[src/sv/erg_pkg.sv]
// erg_pkg: shared types, constants and helpers of the endpoint registry table
// used by the design modules and interfaces of the block; no dependencies

package erg_pkg;

  localparam int ENTRIES     = 64;
  localparam int IDXW        = (ENTRIES > 1) ? $clog2(ENTRIES) : 1;
  localparam int CNTW        = $clog2(ENTRIES + 1);
  localparam int MAX_RESULTS = 64;
  localparam int MCW         = $clog2(MAX_RESULTS + 1);
  localparam logic [29:0] NS_PER_SEC = 30'd1000000000;

  localparam logic [2:0] OP_ANNOUNCE  = 3'd0;
  localparam logic [2:0] OP_WITHDRAW  = 3'd1;
  localparam logic [2:0] OP_WDRAW_ALL = 3'd2;
  localparam logic [2:0] OP_HEARTBEAT = 3'd3;
  localparam logic [2:0] OP_LOOKUP    = 3'd4;
  localparam logic [2:0] OP_COLLECT   = 3'd5;

  localparam logic [1:0] ST_OK      = 2'd0;
  localparam logic [1:0] ST_FULL    = 2'd1;
  localparam logic [1:0] ST_NOMATCH = 2'd2;

  typedef struct packed {
    logic [2:0]  op;
    logic [31:0] owner_id;
    logic [7:0]  domain;
    logic [63:0] topic_hash;
    logic [63:0] type_hash_in;
    logic [1:0]  role_in;
    logic [5:0]  slot_in;
    logic [63:0] now_ns;
    logic [31:0] stale_seconds;
  } in_item_t;

  typedef struct packed {
    logic [1:0]  status;
    logic [5:0]  slot_out;
    logic [31:0] owner_out;
    logic [7:0]  domain_out;
    logic [63:0] type_hash_out;
    logic [1:0]  role_out;
    logic [6:0]  freed_count;
    logic [63:0] generation_out;
    logic        last;
  } out_item_t;

  typedef struct packed {
    logic        valid;
    logic [31:0] owner;
    logic [7:0]  domain;
    logic [63:0] topic_hash;
    logic [63:0] ty_hash;
    logic [1:0]  role;
    logic [63:0] heartbeat;
  } entry_t;

  // per-slot verdict from the head unit
  typedef struct packed {
    logic claim;
    logic owner_hit;
    logic match;
    logic freed;
  } verdict_t;

  function automatic logic [5:0] slot6(input logic [IDXW-1:0] idx);
    logic [IDXW+5:0] w;
    w = {6'd0, idx};
    return w[5:0];
  endfunction

  function automatic logic [6:0] sat7(input logic [CNTW-1:0] n);
    logic [CNTW+6:0] w;
    w = {7'd0, n};
    return (w > (CNTW+7)'(127)) ? 7'd127 : w[6:0];
  endfunction

endpackage

[src/sv/erg_unit.sv]
// erg_unit: applies the current operation to the entry at the head of the ring
// depends on erg_pkg

module erg_unit (
  input  erg_pkg::in_item_t        cmd,
  input  logic [63:0]              thr,
  input  logic [erg_pkg::IDXW-1:0] idx,
  input  logic                     found,
  input  erg_pkg::entry_t          head,
  output erg_pkg::entry_t          wb,
  output erg_pkg::verdict_t        vd
);

  logic owner_eq;
  logic lk_match;
  logic stale;
  logic [63:0] age;

  assign owner_eq = head.valid && (head.owner == cmd.owner_id);
  assign lk_match = head.valid && (head.topic_hash == cmd.topic_hash) &&
                    (head.role == cmd.role_in) &&
                    ((cmd.type_hash_in == 64'd0) || (head.ty_hash == cmd.type_hash_in));
  assign age   = cmd.now_ns - head.heartbeat;
  assign stale = head.valid && (cmd.now_ns > head.heartbeat) && (age > thr);

  always_comb begin
    wb = head;
    vd = '0;
    unique case (cmd.op)
      erg_pkg::OP_ANNOUNCE: begin
        if (!found && !head.valid) begin
          vd.claim        = 1'b1;
          wb.valid        = 1'b1;
          wb.owner        = cmd.owner_id;
          wb.domain       = cmd.domain;
          wb.topic_hash   = cmd.topic_hash;
          wb.ty_hash      = cmd.type_hash_in;
          wb.role         = cmd.role_in;
          wb.heartbeat    = cmd.now_ns;
        end
      end
      erg_pkg::OP_WITHDRAW: begin
        if ({6'd0, idx} == {{erg_pkg::IDXW{1'b0}}, cmd.slot_in}) begin
          wb.valid = 1'b0;
        end
      end
      erg_pkg::OP_WDRAW_ALL: begin
        if (owner_eq) begin
          vd.owner_hit = 1'b1;
          wb.valid     = 1'b0;
        end
      end
      erg_pkg::OP_HEARTBEAT: begin
        if (owner_eq) begin
          vd.owner_hit = 1'b1;
          wb.heartbeat = cmd.now_ns;
        end
      end
      erg_pkg::OP_LOOKUP: begin
        vd.match = lk_match;
      end
      erg_pkg::OP_COLLECT: begin
        if (stale) begin
          vd.freed = 1'b1;
          wb.valid = 1'b0;
        end
      end
      default: begin
      end
    endcase
  end

endmodule

[config.mk]
export PLATFORM = sky130hd
export DESIGN_NAME = erg_unit
export DESIGN_NICKNAME = d
export VERILOG_FILES = /design/src/sv/erg_pkg.sv /design/src/sv/erg_unit.sv
export SDC_FILE = /design/constraint.sdc
export NUM_CORES = 1
export LEC_CHECK = 0
export BUFFER_PORTS_ARGS = -buffer_cell sky130_fd_sc_hd__buf_2
export CAP_MARGIN = 20
export CORE_AREA = 8 8 314 316
export DETAILED_ROUTE_END_ITERATION = 8
export DIE_AREA = 0 0 322 324
export PLACE_DENSITY = 0.33
export SLEW_MARGIN = 20
export SYNTH_ARGS = -nofsm -noshare
export SYNTH_HDL_FRONTEND = slang
export SYNTH_SLANG_ARGS = --single-unit
[constraint.sdc]
create_clock -name vclk -period 7.75
set_clock_uncertainty 0.15 [all_clocks]
set_input_delay 1.55 -clock vclk [all_inputs]
set_output_delay 1.55 -clock vclk [all_outputs]
set_load 0.02 [all_outputs]
# ---- Word level (Yosys, flattened, before mapping)
# Index checks and enable logic that the tools add are counted.
dict set report totals {
  ff_bits 0
  output_inout_bits 239
  wordCells 41
}
dict set report classes {
  n_addsub 1
  order_cmp 2
  n_eq_ne 10
  mux 15
  reduce_logical 13
}
# op count
set op_table {}
lappend op_table {{2-to-1 mux 235 bit} 1}
lappend op_table {{2-to-1 mux 170 bit} 1}
lappend op_table {{== test 64 bit} 2}
lappend op_table {{> comparator 64 bit} 2}
lappend op_table {{one-hot mux 64 bit (2 select lines)} 1}
lappend op_table {{zero test 64 bit} 1}
lappend op_table {{2-to-1 mux 64 bit} 1}
lappend op_table {{subtractor 64 bit} 1}
lappend op_table {{== test 32 bit} 1}
lappend op_table {{2-to-1 mux 1 bit} 10}
lappend op_table {{logical AND 1 bit} 7}
lappend op_table {{== test 3 x 2 -> 1 bit, second input constant} 2}
lappend op_table {{== test 3 bit, second input constant} 2}
lappend op_table {{== test 6 bit} 1}
lappend op_table {{one-hot mux 1 bit (4 select lines)} 1}
lappend op_table {{== test 3 x 1 -> 1 bit, second input constant} 1}
lappend op_table {{zero test 3 bit} 1}
lappend op_table {{== test 2 bit} 1}
lappend op_table {{zero test 1 bit} 2}
lappend op_table {{OR reduction 2 bit} 1}
lappend op_table {{logical OR 1 bit} 1}

# ---- Depth between registers and ports, before layout
dict set report depth {
  ltp_word 5
  mapped_depth 23
}

# ---- Worst setup path after synthesis
# Ideal clock, no wire load.
dict set report synth_path {
  path_type {input port to output port}
  start {input cmd[32] (netlist name)}
  end {output wb[234] (netlist name)}
  arrival_time_ps 5766
  required_ps 6050
  slack_ps 284
  path_stages 23
  path_buffers 0
  cell_sequence {inv_1 > ha_1 > inv_1 > fa_1 > a21o_1 > a311oi_1 > o31a_2 > nand2_2 > a2111oi_4 > o31ai_4 > a21boi_0 > o21bai_1 > xor2_1 > ha_1 > nand4_1 > or2_2 > nor3_1 > nand2_1 > o31ai_1 > a21oi_1 > o21ai_0 > o21bai_1 > a22oi_1}
}
# item line
set synth_lines {}
lappend synth_lines {{from (decl)} erg_unit.sv:5} ;# input erg_pkg::in_item_t cmd,
lappend synth_lines {{to (decl)} erg_unit.sv:10} ;# output erg_pkg::entry_t wb,

==> summary.md <==
| Metric | Value |
|---|---|
| Hold-fix buffers, CTS | `0` |
| Final antenna-violating net count | `0` |
| Mapped Nets | `2120` |
| # port buffers | `788` |
| Dpl ws | `-1.11 ns` |
| Setup_tns | `0 ns` |
| Slew @ Worst Pin | `1.12 ns` |
| First-pass GRT wire length | `127 mm` |
| Pwr per Cell Area | `81.3 nW/µm²` |
| Number of global-route vias before repair | `15.6k` |
| Clkbuf count | `0` |
| Area Growth Syn to Fin | `71.7%` |
| Fin worst setup slack | `0.0967 ns` |
| Most common cell after layout, fill and taps aside | `buf_2` |
| DP Area | `17800 µm²` |
| Vias per inst | `3.93` |
| Worst Setup Start Kind | `input pin` |
| WP data required | `6.05 ns` |
| Seq_cells | `0` |
| DR iter-0 viols | `640` |
| DRC | `0` |
| Layout cells sized above 1 | `56.7%` |
| Slew Viols, Final | `0` |
| Antenna violations before repair | `38` |
| GR Overflow Total | `0` |
| Initial Utilization | `11.4%` |
| Pleak | `8.99 nW` |
| Cell Rows | `113` |
| Nets | `3094` |
| Peak supply drop | `0.0000225 V` |
| Post-layout util | `19.6%` |
| Min Tclk post-route | `7.65 ns` |
| Routed len/inst | `26.3 µm` |
| HP Class | `input pin to output port` |
| Final setup vio count | `0` |
| Final Hold Viols | `0` |
| DP Wirelength | `90.8 mm` |
| Core Area | `93900 µm²` |
| Mapped Cells | `1410` |
| Hold_ws | `3.31 ns` |
| GPL Wtd Cong | `0.941` |
| FF+latch area | `0 µm²` |
| DIE AREA | `104000 µm²` |
| Final wirelength | `96.2 mm` |
| TritonRoute pass-1 iters | `5` |
| Largest fanout on the critical path | `3` |
| F_max | `131 MHz` |
| I/O pins | `820` |
| Register area share after synthesis | `0%` |
| Syn avg cell area | `7.60 µm²` |
| Routed vias | `14.4k` |
| Fin area | `18400 µm²` |
| Die W | `322 µm` |
| Worst Path Arrival | `5.95 ns` |
| RSZ-0062 raised after global routing | `yes` |
| WHS Path Cells | `3` |
| Outcome | `complete, no violations` |
| Most frequent cells in the layout | `buf_2, buf_4, mux2_2` |
| Synth cell types | `71` |
| Yosys Warn Count | `0` |
| Pin count of the biggest net entering global routing | `119` |
| Synth Cell Area | `10700 µm²` |
| Critical Path Sink Type | `output port` |
| Total GRT Usage | `17.3%` |
| CP Class | `input pin to output port` |
| Max Cap Viol | `0` |
| Slew HR | `24.8%` |
| Final period utilization | `98.8%` |
| Die Y | `324 µm` |
[logic make-up after synthesis]
family          Yosys count  share of synthesized area, %
buf+inv                 217                          7.87
compound gates          308                          18.9
mux                     233                          24.5
xor+xnor                227                          18.6
simple gates            296                          15.1
fa+ha+maj               129                          15.1
[final timing paths]
check	startpoint	end	slack, ns
worst min-delay path	head[43]	wb[43]	3.31
worst max-delay path	cmd[33]	wb[234]	0.1
[layer usage]
metal	up-vias	wire [µm]	track usage [%]	part of all wire, %
met2	537	46900	30.9	49
met3	82	8140	5.64	8.5
met1	6690	36600	19.1	38
li1	7077	-	-	-
met4	12	4500	6.18	4.7
met5	-	78	0	0.081
[stage by stage]
step           std cells  power, mW
2_1_floorplan       1410      0.709
3_5_place_dp        3639       1.45
3_3_place_gp        3639       1.46
5_1_grt             3651       1.63
4_1_cts             3642       1.49
6_report            3661       1.49
[power by group]
group	switching (mW)	leakage [nW]	total, mW	internal (mW)
registers	0	0	0	0
clock network	0	0.0000887	0.000000255	0.000000255
logic	0.833	8.99	1.49	0.662
total	0.833	8.99	1.49	0.662
[area by class of cell]
type | instances | area (µm²)
Fill cell | 11000 | 75500
Multi-Input combinational cell | 1193 | 10300
Timing Repair Buffer | 1029 | 5830
Tap cell | 1265 | 1580
Inverter | 160 | 603
Antenna cell | 14 | 35.0
[synth_stat cells (3+ instances only)]
| cell | n | area share (%) |
|---|---|---|
| nand2_1 | 64 | 2.2 |
| mux2_2 | 233 | 24 |
| a21oi_2 | 3 | 0.25 |
| nor2b_1 | 8 | 0.47 |
| nor4_1 | 39 | 2.3 |
| a31oi_1 | 9 | 0.53 |
| or2_2 | 4 | 0.23 |
| clkbuf_1 | 35 | 1.2 |
| buf_2 | 20 | 0.93 |
| a21boi_0 | 3 | 0.21 |
| nor2_1 | 29 | 1.0 |
| a31o_2 | 4 | 0.33 |
| and2_1 | 7 | 0.41 |
| o21ai_0 | 53 | 2.5 |
| o21a_1 | 4 | 0.28 |
| xnor2_1 | 166 | 14 |
| nand3_1 | 12 | 0.56 |
| a211o_1 | 3 | 0.25 |
| nand4_1 | 79 | 4.6 |
| nand2b_1 | 8 | 0.47 |
| nor3_1 | 23 | 1.1 |
| o211ai_1 | 3 | 0.21 |
| a221oi_1 | 3 | 0.25 |
| inv_1 | 160 | 5.6 |
| and3_1 | 10 | 0.58 |
| o21bai_1 | 23 | 1.6 |
| a211oi_1 | 9 | 0.63 |
| a21oi_1 | 104 | 4.9 |
| a21o_1 | 53 | 3.7 |
| o31ai_1 | 5 | 0.35 |
| ha_1 | 128 | 15 |
| xor2_1 | 61 | 5.0 |
[critical path, stage by stage]
cell	delay [ns]
buf_4	0.14
buf_6	0.11
fa_2	0.38
a21o_1	0.19
a311oi_2	0.27
o31a_2	0.20
nand2_2	0.08
a2111oi_4	0.31
buf_6	0.19
o31ai_4	0.08
a21boi_1	0.16
buf_4	0.15
o21bai_4	0.07
xor2_1	0.15
ha_1	0.28
nand4_1	0.08
or2_4	0.26
nor3_2	0.14
buf_4	0.16
nand2_4	0.07
buf_6	0.12
a211oi_4	0.25
o21ai_4	0.12
o21bai_4	0.18
a22oi_2	0.08
buf_6	0.15
[what timing repair did]
action,in CTS,in global routing
setup endpoints to repair,2,2
pin swaps,40,44
buffers inserted,5,7
cloned,0,0
gates resized for setup,71,37
Power figures use the tool's default switching activity.
