File: src/sv/erg_pkg.sv
// erg_pkg: shared types, constants and helpers of the endpoint registry table
// used by the design modules and interfaces of the block; no dependencies

package erg_pkg;

  localparam int ENTRIES     = 64;
  localparam int IDXW        = (ENTRIES > 1) ? $clog2(ENTRIES) : 1;
  localparam int CNTW        = $clog2(ENTRIES + 1);
  localparam int MAX_RESULTS = 64;
  localparam int MCW         = $clog2(MAX_RESULTS + 1);
  localparam logic [29:0] NS_PER_SEC = 30'd1000000000;

  localparam logic [2:0] OP_ANNOUNCE  = 3'd0;
  localparam logic [2:0] OP_WITHDRAW  = 3'd1;
  localparam logic [2:0] OP_WDRAW_ALL = 3'd2;
  localparam logic [2:0] OP_HEARTBEAT = 3'd3;
  localparam logic [2:0] OP_LOOKUP    = 3'd4;
  localparam logic [2:0] OP_COLLECT   = 3'd5;

  localparam logic [1:0] ST_OK      = 2'd0;
  localparam logic [1:0] ST_FULL    = 2'd1;
  localparam logic [1:0] ST_NOMATCH = 2'd2;

  typedef struct packed {
    logic [2:0]  op;
    logic [31:0] owner_id;
    logic [7:0]  domain;
    logic [63:0] topic_hash;
    logic [63:0] type_hash_in;
    logic [1:0]  role_in;
    logic [5:0]  slot_in;
    logic [63:0] now_ns;
    logic [31:0] stale_seconds;
  } in_item_t;

  typedef struct packed {
    logic [1:0]  status;
    logic [5:0]  slot_out;
    logic [31:0] owner_out;
    logic [7:0]  domain_out;
    logic [63:0] type_hash_out;
    logic [1:0]  role_out;
    logic [6:0]  freed_count;
    logic [63:0] generation_out;
    logic        last;
  } out_item_t;

  typedef struct packed {
    logic        valid;
    logic [31:0] owner;
    logic [7:0]  domain;
    logic [63:0] topic_hash;
    logic [63:0] ty_hash;
    logic [1:0]  role;
    logic [63:0] heartbeat;
  } entry_t;

  // per-slot verdict from the head unit
  typedef struct packed {
    logic claim;
    logic owner_hit;
    logic match;
    logic freed;
  } verdict_t;

  function automatic logic [5:0] slot6(input logic [IDXW-1:0] idx);
    logic [IDXW+5:0] w;
    w = {6'd0, idx};
    return w[5:0];
  endfunction

  function automatic logic [6:0] sat7(input logic [CNTW-1:0] n);
    logic [CNTW+6:0] w;
    w = {7'd0, n};
    return (w > (CNTW+7)'(127)) ? 7'd127 : w[6:0];
  endfunction

endpackage

File: src/sv/erg_cell.sv
// erg_cell: one slot of the rotating entry ring
// depends on erg_pkg

module erg_cell (
  input  logic            clk,
  input  logic            rst_n,
  input  logic            shift_en,
  input  erg_pkg::entry_t d,
  output erg_pkg::entry_t q
);

  logic        valid_r;
  logic [31:0] owner_r;
  logic [7:0]  domain_r;
  logic [63:0] topic_r;
  logic [63:0] ty_r;
  logic [1:0]  role_r;
  logic [63:0] beat_r;

  always_ff @(posedge clk) begin
    if (!rst_n) begin
      valid_r <= 1'b0;
    end else if (shift_en) begin
      valid_r <= d.valid;
    end
  end

  always_ff @(posedge clk) begin
    if (shift_en) begin
      owner_r  <= d.owner;
      domain_r <= d.domain;
      topic_r  <= d.topic_hash;
      ty_r     <= d.ty_hash;
      role_r   <= d.role;
      beat_r   <= d.heartbeat;
    end
  end

  assign q = {valid_r, owner_r, domain_r, topic_r, ty_r, role_r, beat_r};

endmodule

File: config.mk
export PLATFORM = sky130hd
export DESIGN_NAME = erg_cell
export DESIGN_NICKNAME = d
export VERILOG_FILES = /design/src/sv/erg_pkg.sv /design/src/sv/erg_cell.sv
export SDC_FILE = /design/constraint.sdc
export NUM_CORES = 1
export LEC_CHECK = 0
export ABC_CLOCK_PERIOD_IN_PS = 2150
export BUFFER_PORTS_ARGS = -buffer_cell sky130_fd_sc_hd__buf_4
export CAP_MARGIN = 20
export CORE_AREA = 2 2 184 186
export CTS_CLUSTER_SIZE = 25
export DETAILED_ROUTE_END_ITERATION = 7
export DIE_AREA = 0 0 186 188
export PLACE_DENSITY = 0.52
export SYNTH_ARGS = -nofsm -noshare
export SYNTH_HDL_FRONTEND = slang
export SYNTH_SLANG_ARGS = --single-unit
File: constraint.sdc
create_clock -name clk -period 2.15 [get_ports clk]
set_clock_uncertainty 0.2 [all_clocks]
set_input_delay 0.1075 -clock clk [delete_from_list [all_inputs] [get_ports clk]]
set_output_delay 0.1075 -clock clk [all_outputs]
set_load 0.01 [all_outputs]
**Yosys cells after proc, flatten, opt, wreduce, memory -nomap -nowiden**

Cells that the tools add are included.

- Register bits after elaboration: 235
- Input port bits: 238
- Output and inout port bits: 235
- Logic and storage cells: 7

**Longest topological paths before layout**

Gate-level depths: netlist of the first run.

- Depth in word-level cells: 0
- Mapped depth: 2
- Depth with buffers taken out: 2

**Least setup slack after synthesis of the first run**

Ideal clock, no wire load.

- Kind: register to register
- Start: reg, netlist name valid_r
- End: reg valid_r
- Library setup time: 116 ps
- Arrival time: 442 ps
- Data required time: 1,834 ps
- Setup slack: 1,392 ps
- Cell stages (with the launch flop): 3
- Path buffers: 0
- Period minus slack after synthesis: 758 ps
- Cells stage by stage: dfxtp_1 mux2i_1 nor2b_1

RTL lines:

| item | RTL line | source |
|---|---|---|
| to (signal assigned) | erg_cell.sv:24 | `valid_r <= d.valid;` |
| to (decl) | erg_cell.sv:12 | `logic valid_r;` |

==> results of run 1 <==
## per-layer routing
layer,up-vias,global-route usage [%]
met5,-,0
met4,0,4.179
met3,43,3.768
met2,296,23.59
met1,2515,13.16
li1,2464,-
## kinds of logic after synthesis
kind of cell | Yosys count | synth area share (%)
buffers and inverters | 1 | 0.1062
and+or+nand+nor | 1 | 0.08854
DFF | 235 | 99.66
muxes | 1 | 0.1416
## sequential cells by signal (all words and copies together) (netlist names)
register	flops
role_r	2
topic_r	64
beat_r	64
valid_r	1
ty_r	64
domain_r	8
owner_r	32
## report_power, final
| group | internal, uW | switching (uW) |
|---|---|---|
| Clock | 2520 | 1710 |
| Combinational | 976 | 601 |
| Sequential | 5450 | 110 |
## synthesized netlist by cell type
cell type	number
edfxtp_1	234
buf_4	1
mux2i_1	1
dfxtp_1	1
nor2b_1	1
## through the flow
step                total power [uW]  hold slack, ns  setup slack [ns]  utilization, %
floorplan                       5839        0.006369             1.392               -
global placement                6862         0.08563            0.8317           34.08
detailed placement              6877         0.08676            0.8162           34.08
CTS                            11530         0.06331            0.4985           43.68
global route                   11800         0.08328            0.3996           43.69
finish                         11360         0.09793            0.4668           43.69
## timing repair
action,4_1_cts,5_1_grt
hold buffers,237,0
setup buffers,0,0
endpoints found under the hold margin,274,0
endpoints found under the setup margin,0,0
## cell type report
cell class	instances	area share [%]
Clock buffer	34	4.852
Sequential cell	235	48.71
Antenna cell	1	0.01730
Timing Repair Buffer	717	41.70
Clock inverter	13	0.7351
Multi-Input combinational cell	2	0.1124
Tap cell	448	3.874
## cell usage in the layout (no fill, tap or decap), drive strengths merged
cell type,netlist,layout
bufinv,0,2
edfxtp,234,234
nor2b,1,1
clkinv,0,11
diode,0,1
buf,1,480
dfxtp,1,1
clkbuf,0,34
dlygate4sd3,0,237
mux2i,1,1
## worst max path at each step
stage / to / slack [ns] / cells after the start
global route: valid_r / 0.40 / 5
global placement: beat_r[45] / 0.83 / 2
CTS: valid_r / 0.50 / 5
detailed placement: owner_r[25] / 0.82 / 2
finish: valid_r / 0.47 / 5
floorplan: valid_r / 1.39 / 2
==> metrics.csv, run 1 <==
stage,metric,value,unit
outcome,outcome,finished clean,
detailed_routing,First-pass DRT Iterations,4,
detailed_routing,drt drc,0,
worst_setup_path,Critical Path Fanout Max,48,
detailed_routing,DR WL/cell,16.23,um
logic_synthesis,post-synth top area share,99.38,%
placement,Area after DPL,11280,um2
logic_synthesis,synthesized area,7071,um2
detailed_routing,routed vias/inst,3.668,
hold_path,Worst Hold Class,in2reg,
power_and_ir_drop,Cell Pwr Density,785.0,nW/um2
hold_path,hold endpoint,owner_r[18],
clocking,post_cts resized,0,
placement,DP Cell Count,1165,
global_route,first-pass GRT wire length,33290,um
die,Core Area,33110,um2
worst_setup_path,Worst Setup SP,shift_en,
worst_setup_path,element type at the critical path end,flop,
worst_setup_path,FF-to-FF End,valid_r,
timing,RSZ-0062 raised after global routing,no,
logic_synthesis,top post-synthesis cells by area,"edfxtp_1, dfxtp_1, mux2i_1, buf_4, nor2b_1",
final_layout,share of layout cells above drive strength 1,51.25,%
logic_synthesis,yosys warns,0,
clocking,Clock Tree Buf Depth,3,
worst_setup_path,FF-to-FF path depth,3,
die,Rows,67,
logic_synthesis,syn_nets,476,
worst_setup_path,CP most frequent cell,dlygate4sd3_1,
worst_setup_path,FF-to-FF setup slack,0.79,ns
detailed_routing,routed wl met3,2168,um
global_route,vias in the first global route,5925,
detailed_routing,Final ANT Viol Nets,0,
worst_setup_path,CP Buf/Inv Count,3,
clocking,CTS tree,yes,
die,Ports,473,
logic_synthesis,post-synthesis sequential area ratio,99.66,%
logic_synthesis,gate count after technology mapping,238,
worst_setup_path,crit path launch type,input pin,
logic_synthesis,Synth Register Bits,235,
detailed_routing,wl on met1,8378,um
worst_setup_path,critical path type,in2reg,
timing,Max Freq,0.5941,GHz
clocking,Clock Pin Slew Worst Setup and Hold Paths,0.06,ns
detailed_routing,final WL,23530,um
global_route,largest net degree at the start of global routing,49,
logic_synthesis,"area leader, netlist",edfxtp_1,
die,die width,186,um
clocking,Num CTS Buffers,26,
timing,Final Max Slew Viols,0,
global_route,GRT overflow,0,
die,die area,34970,um2
flow_run,MaxCap Viol Count,0,
final_layout,design area,14470,um2
worst_setup_path,CP peak stage delay,0.56,ns
timing,Final Hold Violating Endpoints,0,
worst_setup_path,slowest CP cell,dlygate4sd3_1,
final_layout,area of the multi-input gates,16.27,um2
clocking,Sink Count,235,
detailed_routing,Top Layer Used,met4,
worst_setup_path,Crit path required time,2.36,ns
timing,period utilization,78.29,%
power_and_ir_drop,maximum vdd drop,0.0005342,V
placement,GPL Wtd Cong,0.7577,
clocking,CTS H-tree depth,1,
hold_path,HP Start,d[220],
final_layout,register area,7047,um2
timing,setup TNS,0,ns
timing,slew margin rel.,70.54,%
worst_setup_path,Crit path max-delay family,buffers and inverters,
die,Die Y,188,um
detailed_routing,DR iter-0 viols,166,
die,starting density of the core,21.35,%
clocking,later-pin clock latency in the skew report,0.52,ns
placement,hpwl dp,16820,um
final_layout,fillers,2946,
final_layout,area grow syn2layout,104.6,%
logic_synthesis,post-synthesis cell type count,5,
hold_path,cell count of the worst hold path,2,
timing,Setup Viol. Count Final,0,
global_route,GRT Total Usage,12.57,%
timing,minimum clock period,1.683,ns
detailed_routing,Via Count,5318,
worst_setup_path,Worst R2R Start,valid_r,
final_layout,Post-Layout Cell Count,1450,
global_route,initial antenna violation count,2,
logic_synthesis,Syn Area/Cell,29.71,um2
power_and_ir_drop,Pleak,0.006021,uW
worst_setup_path,CP Cell Sequence,"dlygate4sd3_1, buf_8, mux2i_1, nor2b_1, dlygate4sd3_1",
detailed_routing,routed length on met2,12330,um
timing,Worst Tran Pin Value,0.4419,ns
placement,Buffers on Ports,472,
final_layout,Layout Nets,1220,
worst_setup_path,Worst Path Arrival,1.89,ns
clocking,Root Buffer Master,clkbuf_16,
Note: power is estimated with default switching activity, not from simulation.
==> run 2: changes to the inputs <==
ABC_CLOCK_PERIOD_IN_PS = 1700   (was 2150)
CORE_AREA = 2 2 185 187   (was 2 2 184 186)
DIE_AREA = 0 0 187 189   (was 0 0 186 188)
PLACE_DENSITY = 0.51   (was 0.52)
clock period = 1.7 ns   (was 2.15 ns; I/O delays follow)
==> metrics.csv, run 2 (synthesis results as in run 1) <==
stage,metric,value,unit,change
placement,pre-CTS WS,0.4028,ns,-0.4135 ns
global_route,vias in the first global route,5899,,-0.44%
detailed_routing,drt drc,0,,unchanged
worst_setup_path,Worst Setup SP,shift_en,,
global_route,GRT Total Usage,12.48,%,-0.091 points
timing,setup TNS,0,ns,unchanged
worst_setup_path,CP endpoint,valid_r,,
placement,GPL Wtd Cong,0.7702,,+1.6%
detailed_routing,routed vias/inst,3.655,,-0.33%
detailed_routing,Via Count,5304,,-0.26%
die,Ports,473,,unchanged
power_and_ir_drop,Pleak,0.006084,uW,+1.0%
clocking,Clock Pin Slew Worst Setup and Hold Paths,0.06,ns,about the same
worst_setup_path,FF-to-FF setup slack,0.30,ns,-0.49 ns
timing,RSZ-0062 raised after global routing,no,,
clocking,Clock Tree Buf Depth,3,,unchanged
final_layout,Largest regs,"beat_r (64), topic_r (64), ty_r (64)",,
worst_setup_path,Worst R2R Start,valid_r,,
timing,Max Freq,0.6262,GHz,
power_and_ir_drop,Pint,11890,uW,+33%
die,Die Y,189,um,+0.53%
hold_path,cell count of the worst hold path,2,,unchanged
worst_setup_path,FF-to-FF End,valid_r,,
power_and_ir_drop,logic gate share of total power,13.3,%,-0.6 points
final_layout,area grow syn2layout,106.3,%,
power_and_ir_drop,clock power share,39.9,%,+2.7 points
timing,Final Hold Violating Endpoints,0,,unchanged
final_layout,"commonest non-fill, non-tap cell in the layout",buf_4,,
die,die area,35340,um2,+1.1%
clocking,Num CTS Buffers,26,,unchanged
placement,hpwl dp,15630,um,-7.1%
timing,Final Max Slew Viols,0,,unchanged
clocking,Post-CTS Setup Inserts,0,,unchanged
timing,period utilization,93.94,%,
die,Core Area,33280,um2,+0.51%
global_route,initial antenna violation count,0,,-2
flow_run,MaxCap Viol Count,0,,unchanged
clocking,later-pin clock latency in the skew report,0.53,ns,about the same
timing,final worst slack,0.1031,ns,-0.3637 ns
detailed_routing,DR iter-0 viols,140,,-16%
hold_path,Worst Hold Class,in2reg,,
detailed_routing,final WL,23390,um,-0.60%
detailed_routing,Final ANT Viol Nets,0,,unchanged
die,starting density of the core,21.25,%,-0.11 points
power_and_ir_drop,Psw,3122,uW,+29%
detailed_routing,DR WL/cell,16.12,um,-0.67%
timing,minimum clock period,1.597,ns,
die,die width,187,um,+0.54%
final_layout,most frequent cells in the layout,"buf_4, dlygate4sd3_1, edfxtp_1",,
worst_setup_path,Crit path required time,1.91,ns,-0.45 ns
power_and_ir_drop,Cell Pwr Density,1029,nW/um2,+31%
timing,Setup Viol. Count Final,0,,unchanged
outcome,outcome,finished clean,,
clocking,CTS tree,yes,,
placement,Buffers on Ports,472,,unchanged
final_layout,Layout Nets,1222,,+0.16%
final_layout,share of layout cells above drive strength 1,51.80,%,+0.55 points
die,Rows,67,,unchanged
power_and_ir_drop,Pwr Total,15010,uW,+32%
power_and_ir_drop,maximum vdd drop,0.0007763,V,+45%
clocking,Root Buffer Master,clkbuf_16,,
global_route,first-pass GRT wire length,33840,um,+1.7%
worst_setup_path,critical path type,in2reg,,
worst_setup_path,crit path launch type,input pin,,
timing,Worst Tran Pin Value,0.2629,ns,-0.1790 ns
power_and_ir_drop,Sequential Power Share,46.8,%,-2.1 points
worst_setup_path,element type at the critical path end,flop,,
final_layout,design area,14590,um2,+0.84%
worst_setup_path,FF-to-FF path depth,3,,unchanged
power_and_ir_drop,switch share,20.80,%,-0.48 points
worst_setup_path,Worst Path Arrival,1.81,ns,-0.08 ns
clocking,CTS H-tree depth,1,,unchanged
timing,slew margin rel.,82.47,%,+12 points
timing,final-layout worst hold slack,0.06338,ns,-0.03455 ns
worst_setup_path,Critical Path Fanout Max,35,,-27%
clocking,Sink Count,235,,unchanged
placement,Area after DPL,11300,um2,+0.13%
global_route,largest net degree at the start of global routing,40,,-18%
global_route,GRT overflow,0,,unchanged
detailed_routing,First-pass DRT Iterations,4,,unchanged
-- run 2: timing repair --
item                                   4_1_cts  5_1_grt
endpoints found under the hold margin      451        0
setup endpoints to repair                    0        1
hold buffers                               237        0
resized for setup                            0        1
-- run 2: layout make-up --
cell class,instances,area [um2]
Multi-Input combinational cell,2,16.27
Fill cell,2872,18690
Tap cell,448,560.5
Clock inverter,17,226.5
Sequential cell,235,7047
Antenna cell,1,2.502
Timing Repair Buffer,719,6053
Clock buffer,29,683.2
-- run 2: metal layers --
metal / vias to the layer above / global-route usage (%) / wire length [um]
li1: 2469 / - / -
met2: 297 / 22.82 / 12060
met5: - / 0 / 0
met1: 2488 / 13.18 / 8436
met4: 0 / 4.701 / 833
met3: 50 / 4.393 / 2059
-- run 2: critical path: stages --
cell,delay [ns]
dlygate4sd3_1,0.58
buf_12,0.27
mux2i_1,0.23
nor2b_1,0.07
dlygate4sd3_1,0.57
-- run 2: stage by stage --
| step | utilization (%) | instances |
|---|---|---|
| after CTS | 43.81 | 1450 |
| after detailed placement | 33.95 | 1167 |
| after global placement | 33.95 | 1167 |
| after global routing | 43.83 | 1450 |
| after floorplan | - | 238 |
| final | 43.84 | 1451 |
-- run 2: worst min-delay path by stage --
stage	start	endpoint	slack [ns]
6_report	d[101]	ty_r[35]	0.06
5_1_grt	d[101]	ty_r[35]	0.05
4_1_cts	d[57]	beat_r[57]	0.03
3_5_place_dp	d[183]	topic_r[53]	0.06
3_3_place_gp	d[214]	owner_r[12]	0.06
2_1_floorplan	d[0]	beat_r[0]	-0.02
-- run 2: power groups by stage --
stage	logic, uW	clock network (uW)	registers (uW)
2_1_floorplan	4.98	0	7380
3_3_place_gp	1550	0	7130
3_5_place_dp	1550	0	7140
4_1_cts	2010	6210	7020
5_1_grt	2110	6390	7060
6_report	2000	5990	7020
==> run 3: changes to the inputs <==
ABC_AREA = 1   (was not set)
==> metrics.csv, run 3 <==
stage,metric,value,unit,change
clocking,Clock Tree Buf Depth,3,,unchanged
die,Ports,473,,unchanged
placement,GPL Wtd Cong,0.7473,,-3.0%
clocking,Sink Count,235,,unchanged
placement,Buffers on Ports,472,,unchanged
logic_synthesis,post-synth top area share,99.31,%,about the same
logic_synthesis,top post-synthesis cells by area,"edfxtp_1, dfxtp_1, buf_4, nand2_1, nor2_2",,
placement,Area after DPL,11310,um2,+0.11%
outcome,first error,[ERROR RSZ-0060] Max buffer count reached.,,
die,Rows,67,,unchanged
die,Die Y,189,um,unchanged
logic_synthesis,"area leader, netlist",edfxtp_1,,
logic_synthesis,most instantiated cells after synthesis,"edfxtp_1, nand2_1",,
die,die width,187,um,unchanged
clocking,CTS H-tree depth,1,,unchanged
placement,hpwl dp,16650,um,+6.5%
outcome,outcome,stopped before the end,,
logic_synthesis,post-synthesis sequential area ratio,99.59,%,about the same
logic_synthesis,Synth Register Bits,235,,unchanged
logic_synthesis,Syn Area/Cell,29.36,um2,-1.2%
clocking,post_cts resized,0,,unchanged
placement,DP Cell Count,1171,,+0.34%
outcome,Stopped at,clock tree synthesis (4_1_cts),,
logic_synthesis,post-synthesis cell type count,7,,+2
logic_synthesis,"count leader, synth",edfxtp_1,,
logic_synthesis,asr flop ratio synth,0,%,unchanged
die,starting density of the core,21.26,%,about the same
clocking,Num CTS Buffers,26,,unchanged
logic_synthesis,gate count after technology mapping,241,,+1.3%
clocking,Root Buffer Master,clkbuf_16,,
logic_synthesis,Post-synth EDFFs,234,,unchanged
logic_synthesis,"Primary FF master, synth",edfxtp_1,,
logic_synthesis,syn_nets,479,,+0.63%
logic_synthesis,synthesized area,7076,um2,about the same
clocking,Post-CTS Setup Inserts,0,,unchanged
clocking,hold buffer count at cts,244,,+3.0%
logic_synthesis,yosys warns,0,,unchanged
run 3: cell count changes after synthesis, sizes merged:
cell,delta
nor2,+2
inv,+1
mux2i,-1
nand2,+2
nor2b,-1
run 3: logic make-up after synthesis:
kind of cell | after synthesis | share of synthesized area (%)
buf+inv | 2 | 0.1591
flops | 235 | 99.59
simple gates | 4 | 0.2476
run 3: per-stage QoR:
| step | util, % | setup slack (ns) |
|---|---|---|
| 2_1_floorplan | - | 0.9432 |
| 3_3_place_gp | 33.99 | 0.4065 |
| 3_5_place_dp | 33.99 | 0.4083 |
==> run 4: changes to the inputs <==
CTS_CLUSTER_SIZE = not set   (was 25)
PLACE_DENSITY = not set   (was 0.51)
PLACE_DENSITY_LB_ADDON = 0.15   (was not set)
==> metrics.csv, run 4 <==
stage,metric,value,unit,change
timing,Final Max Slew Viols,0,,
timing,RSZ-0062 raised after global routing,no,,
clocking,Root Buffer Master,clkbuf_16,,
worst_setup_path,crit path launch type,flop,,
timing,setup TNS,0,ns,
flow_run,MaxCap Viol Count,0,,
logic_synthesis,Post-synth EDFFs,234,,unchanged
timing,minimum clock period,1.394,ns,
worst_setup_path,FF-to-FF setup slack,0.90,ns,
clocking,Sink Count,235,,unchanged
clocking,CTS H-tree depth,1,,unchanged
final_layout,Largest regs,"beat_r (64), topic_r (64), ty_r (64)",,
outcome,outcome,finished clean,,
detailed_routing,drt drc,0,,
detailed_routing,DR WL/cell,16.81,um,
logic_synthesis,"count leader, synth",edfxtp_1,,
placement,Buffers on Ports,472,,unchanged
final_layout,area grow syn2layout,105.4,%,
timing,Worst Tran Pin Value,0.2787,ns,
die,starting density of the core,21.26,%,unchanged
final_layout,design area,14540,um2,
die,Rows,67,,unchanged
logic_synthesis,asr flop ratio synth,0,%,unchanged
timing,period utilization,81.99,%,
logic_synthesis,gate count after technology mapping,241,,unchanged
final_layout,share of layout cells above drive strength 1,52.14,%,
detailed_routing,final WL,24480,um,
global_route,first-pass GRT wire length,35470,um,
placement,hpwl dp,17520,um,+5.2%
global_route,GRT overflow,0,,
clocking,Clock Pin Slew Worst Setup and Hold Paths,0.06,ns,
clocking,later-pin clock latency in the skew report,0.52,ns,
worst_setup_path,Crit path max-delay family,flip-flops,,
timing,Final Hold Violating Endpoints,0,,
logic_synthesis,"area leader, netlist",edfxtp_1,,
global_route,vias in the first global route,6097,,
clocking,Post-CTS Setup Inserts,0,,unchanged
logic_synthesis,Synth Register Bits,235,,unchanged
worst_setup_path,critical path type,reg2out,,
die,die area,35340,um2,
global_route,initial antenna violation count,2,,
power_and_ir_drop,Cell Pwr Density,999.2,nW/um2,
worst_setup_path,Worst Path Arrival,1.11,ns,
detailed_routing,routed vias/inst,3.660,,
placement,pre-CTS WS,0.4362,ns,+0.02783 ns
die,Core Area,33280,um2,
detailed_routing,First-pass DRT Iterations,4,,
detailed_routing,Via Count,5329,,
logic_synthesis,most instantiated cells after synthesis,"edfxtp_1, nand2_1",,
final_layout,"commonest non-fill, non-tap cell in the layout",buf_4,,
hold_path,Worst Hold Class,in2reg,,
clocking,Num CTS Buffers,27,,+3.8%
timing,slew margin rel.,81.42,%,
clocking,CTS tree,yes,,
power_and_ir_drop,maximum vdd drop,0.0007968,V,
logic_synthesis,"Primary FF master, synth",edfxtp_1,,
logic_synthesis,Syn Area/Cell,29.36,um2,unchanged
timing,final worst slack,0.3062,ns,
final_layout,Layout Nets,1228,,
placement,GPL Wtd Cong,0.8111,,+8.5%
die,die width,187,um,unchanged
timing,Setup Viol. Count Final,0,,
worst_setup_path,Crit path required time,1.41,ns,
placement,Area after DPL,11300,um2,-0.11%
detailed_routing,DR iter-0 viols,152,,
worst_setup_path,CP Cell Sequence,buf_4,,
logic_synthesis,post-synthesis sequential area ratio,99.59,%,unchanged
logic_synthesis,yosys warns,0,,unchanged
worst_setup_path,element type at the critical path end,output pin,,
power_and_ir_drop,Pleak,0.006065,uW,
worst_setup_path,slowest CP cell,edfxtp_1,,
clocking,Clock Tree Buf Depth,3,,unchanged
logic_synthesis,top post-synthesis cells by area,"edfxtp_1, dfxtp_1, buf_4, nand2_1, nor2_2",,
logic_synthesis,post-synth top area share,99.31,%,unchanged
die,Ports,473,,unchanged
worst_setup_path,Critical Path Fanout Max,1,,
global_route,largest net degree at the start of global routing,51,,
worst_setup_path,CP peak stage delay,0.42,ns,
logic_synthesis,post-synthesis cell type count,7,,unchanged
global_route,GRT Total Usage,13.09,%,
worst_setup_path,CP Buf/Inv Count,1,,
die,Die Y,189,um,unchanged
final_layout,most frequent cells in the layout,"buf_4, dlygate4sd3_1, edfxtp_1",,
logic_synthesis,synthesized area,7076,um2,unchanged
logic_synthesis,syn_nets,479,,unchanged
detailed_routing,Final ANT Viol Nets,0,,
timing,Max Freq,0.7175,GHz,
run 4: final cells by class:
type / instances / area, um2
clock inverters: 15 / 137.6
clock buffers: 31 / 690.7
well taps: 448 / 560.5
inverters: 1 / 3.754
multi-input cells: 4 / 17.52
repair buffers: 721 / 6076
flip-flops and latches: 235 / 7047
fillers: 2961 / 18750
diodes: 1 / 2.502
run 4: routing by layer:
metal	global-route usage (%)	vias to the layer above	wire, um
li1	-	2479	-
met1	13.75	2512	8577
met2	24.56	287	13070
met3	4.096	49	1941
met4	4.640	2	877
met5	0	-	16
run 4: per-stage QoR:
stage / hold WS (ns) / cells / total power, uW / util [%]
detailed placement: 0.06424 / 1171 / 8719 / 33.95
CTS: 0.03664 / 1454 / 14750 / 43.57
global route: 0.03486 / 1456 / 15080 / 43.67
finish: 0.02317 / 1456 / 14520 / 43.67
global placement: 0.06334 / 1171 / 8703 / 33.95
floorplan: -0.01613 / 241 / 7387 / -
run 4: final timing paths:
kind                            startpoint       to  cells after the start
worst max-delay path            beat_r[44]    q[44]                      1
worst min register to register     valid_r  valid_r                      2
worst max register to register     valid_r  valid_r                      2
worst min-delay path              shift_en  ty_r[4]                      2
run 4: power breakdown:
group / leakage [uW] / internal (uW) / switching (uW)
Combinational: 0.00336 / 1240 / 773
Sequential: 0.00230 / 6890 / 139
Clock: 0.000402 / 3200 / 2270
run 4: repair_timing:
item,in CTS,in global routing
endpoints found under the hold margin,469,0
hold buffers,237,0
resized for setup,0,2
endpoints found under the setup margin,0,1
run 4: cells by family after synthesis:
kind of cell,Yosys count,share of synthesized area (%)
AND/OR/NAND/NOR,4,0.2476
buffers and inverters,2,0.1591
flip-flops,235,99.59
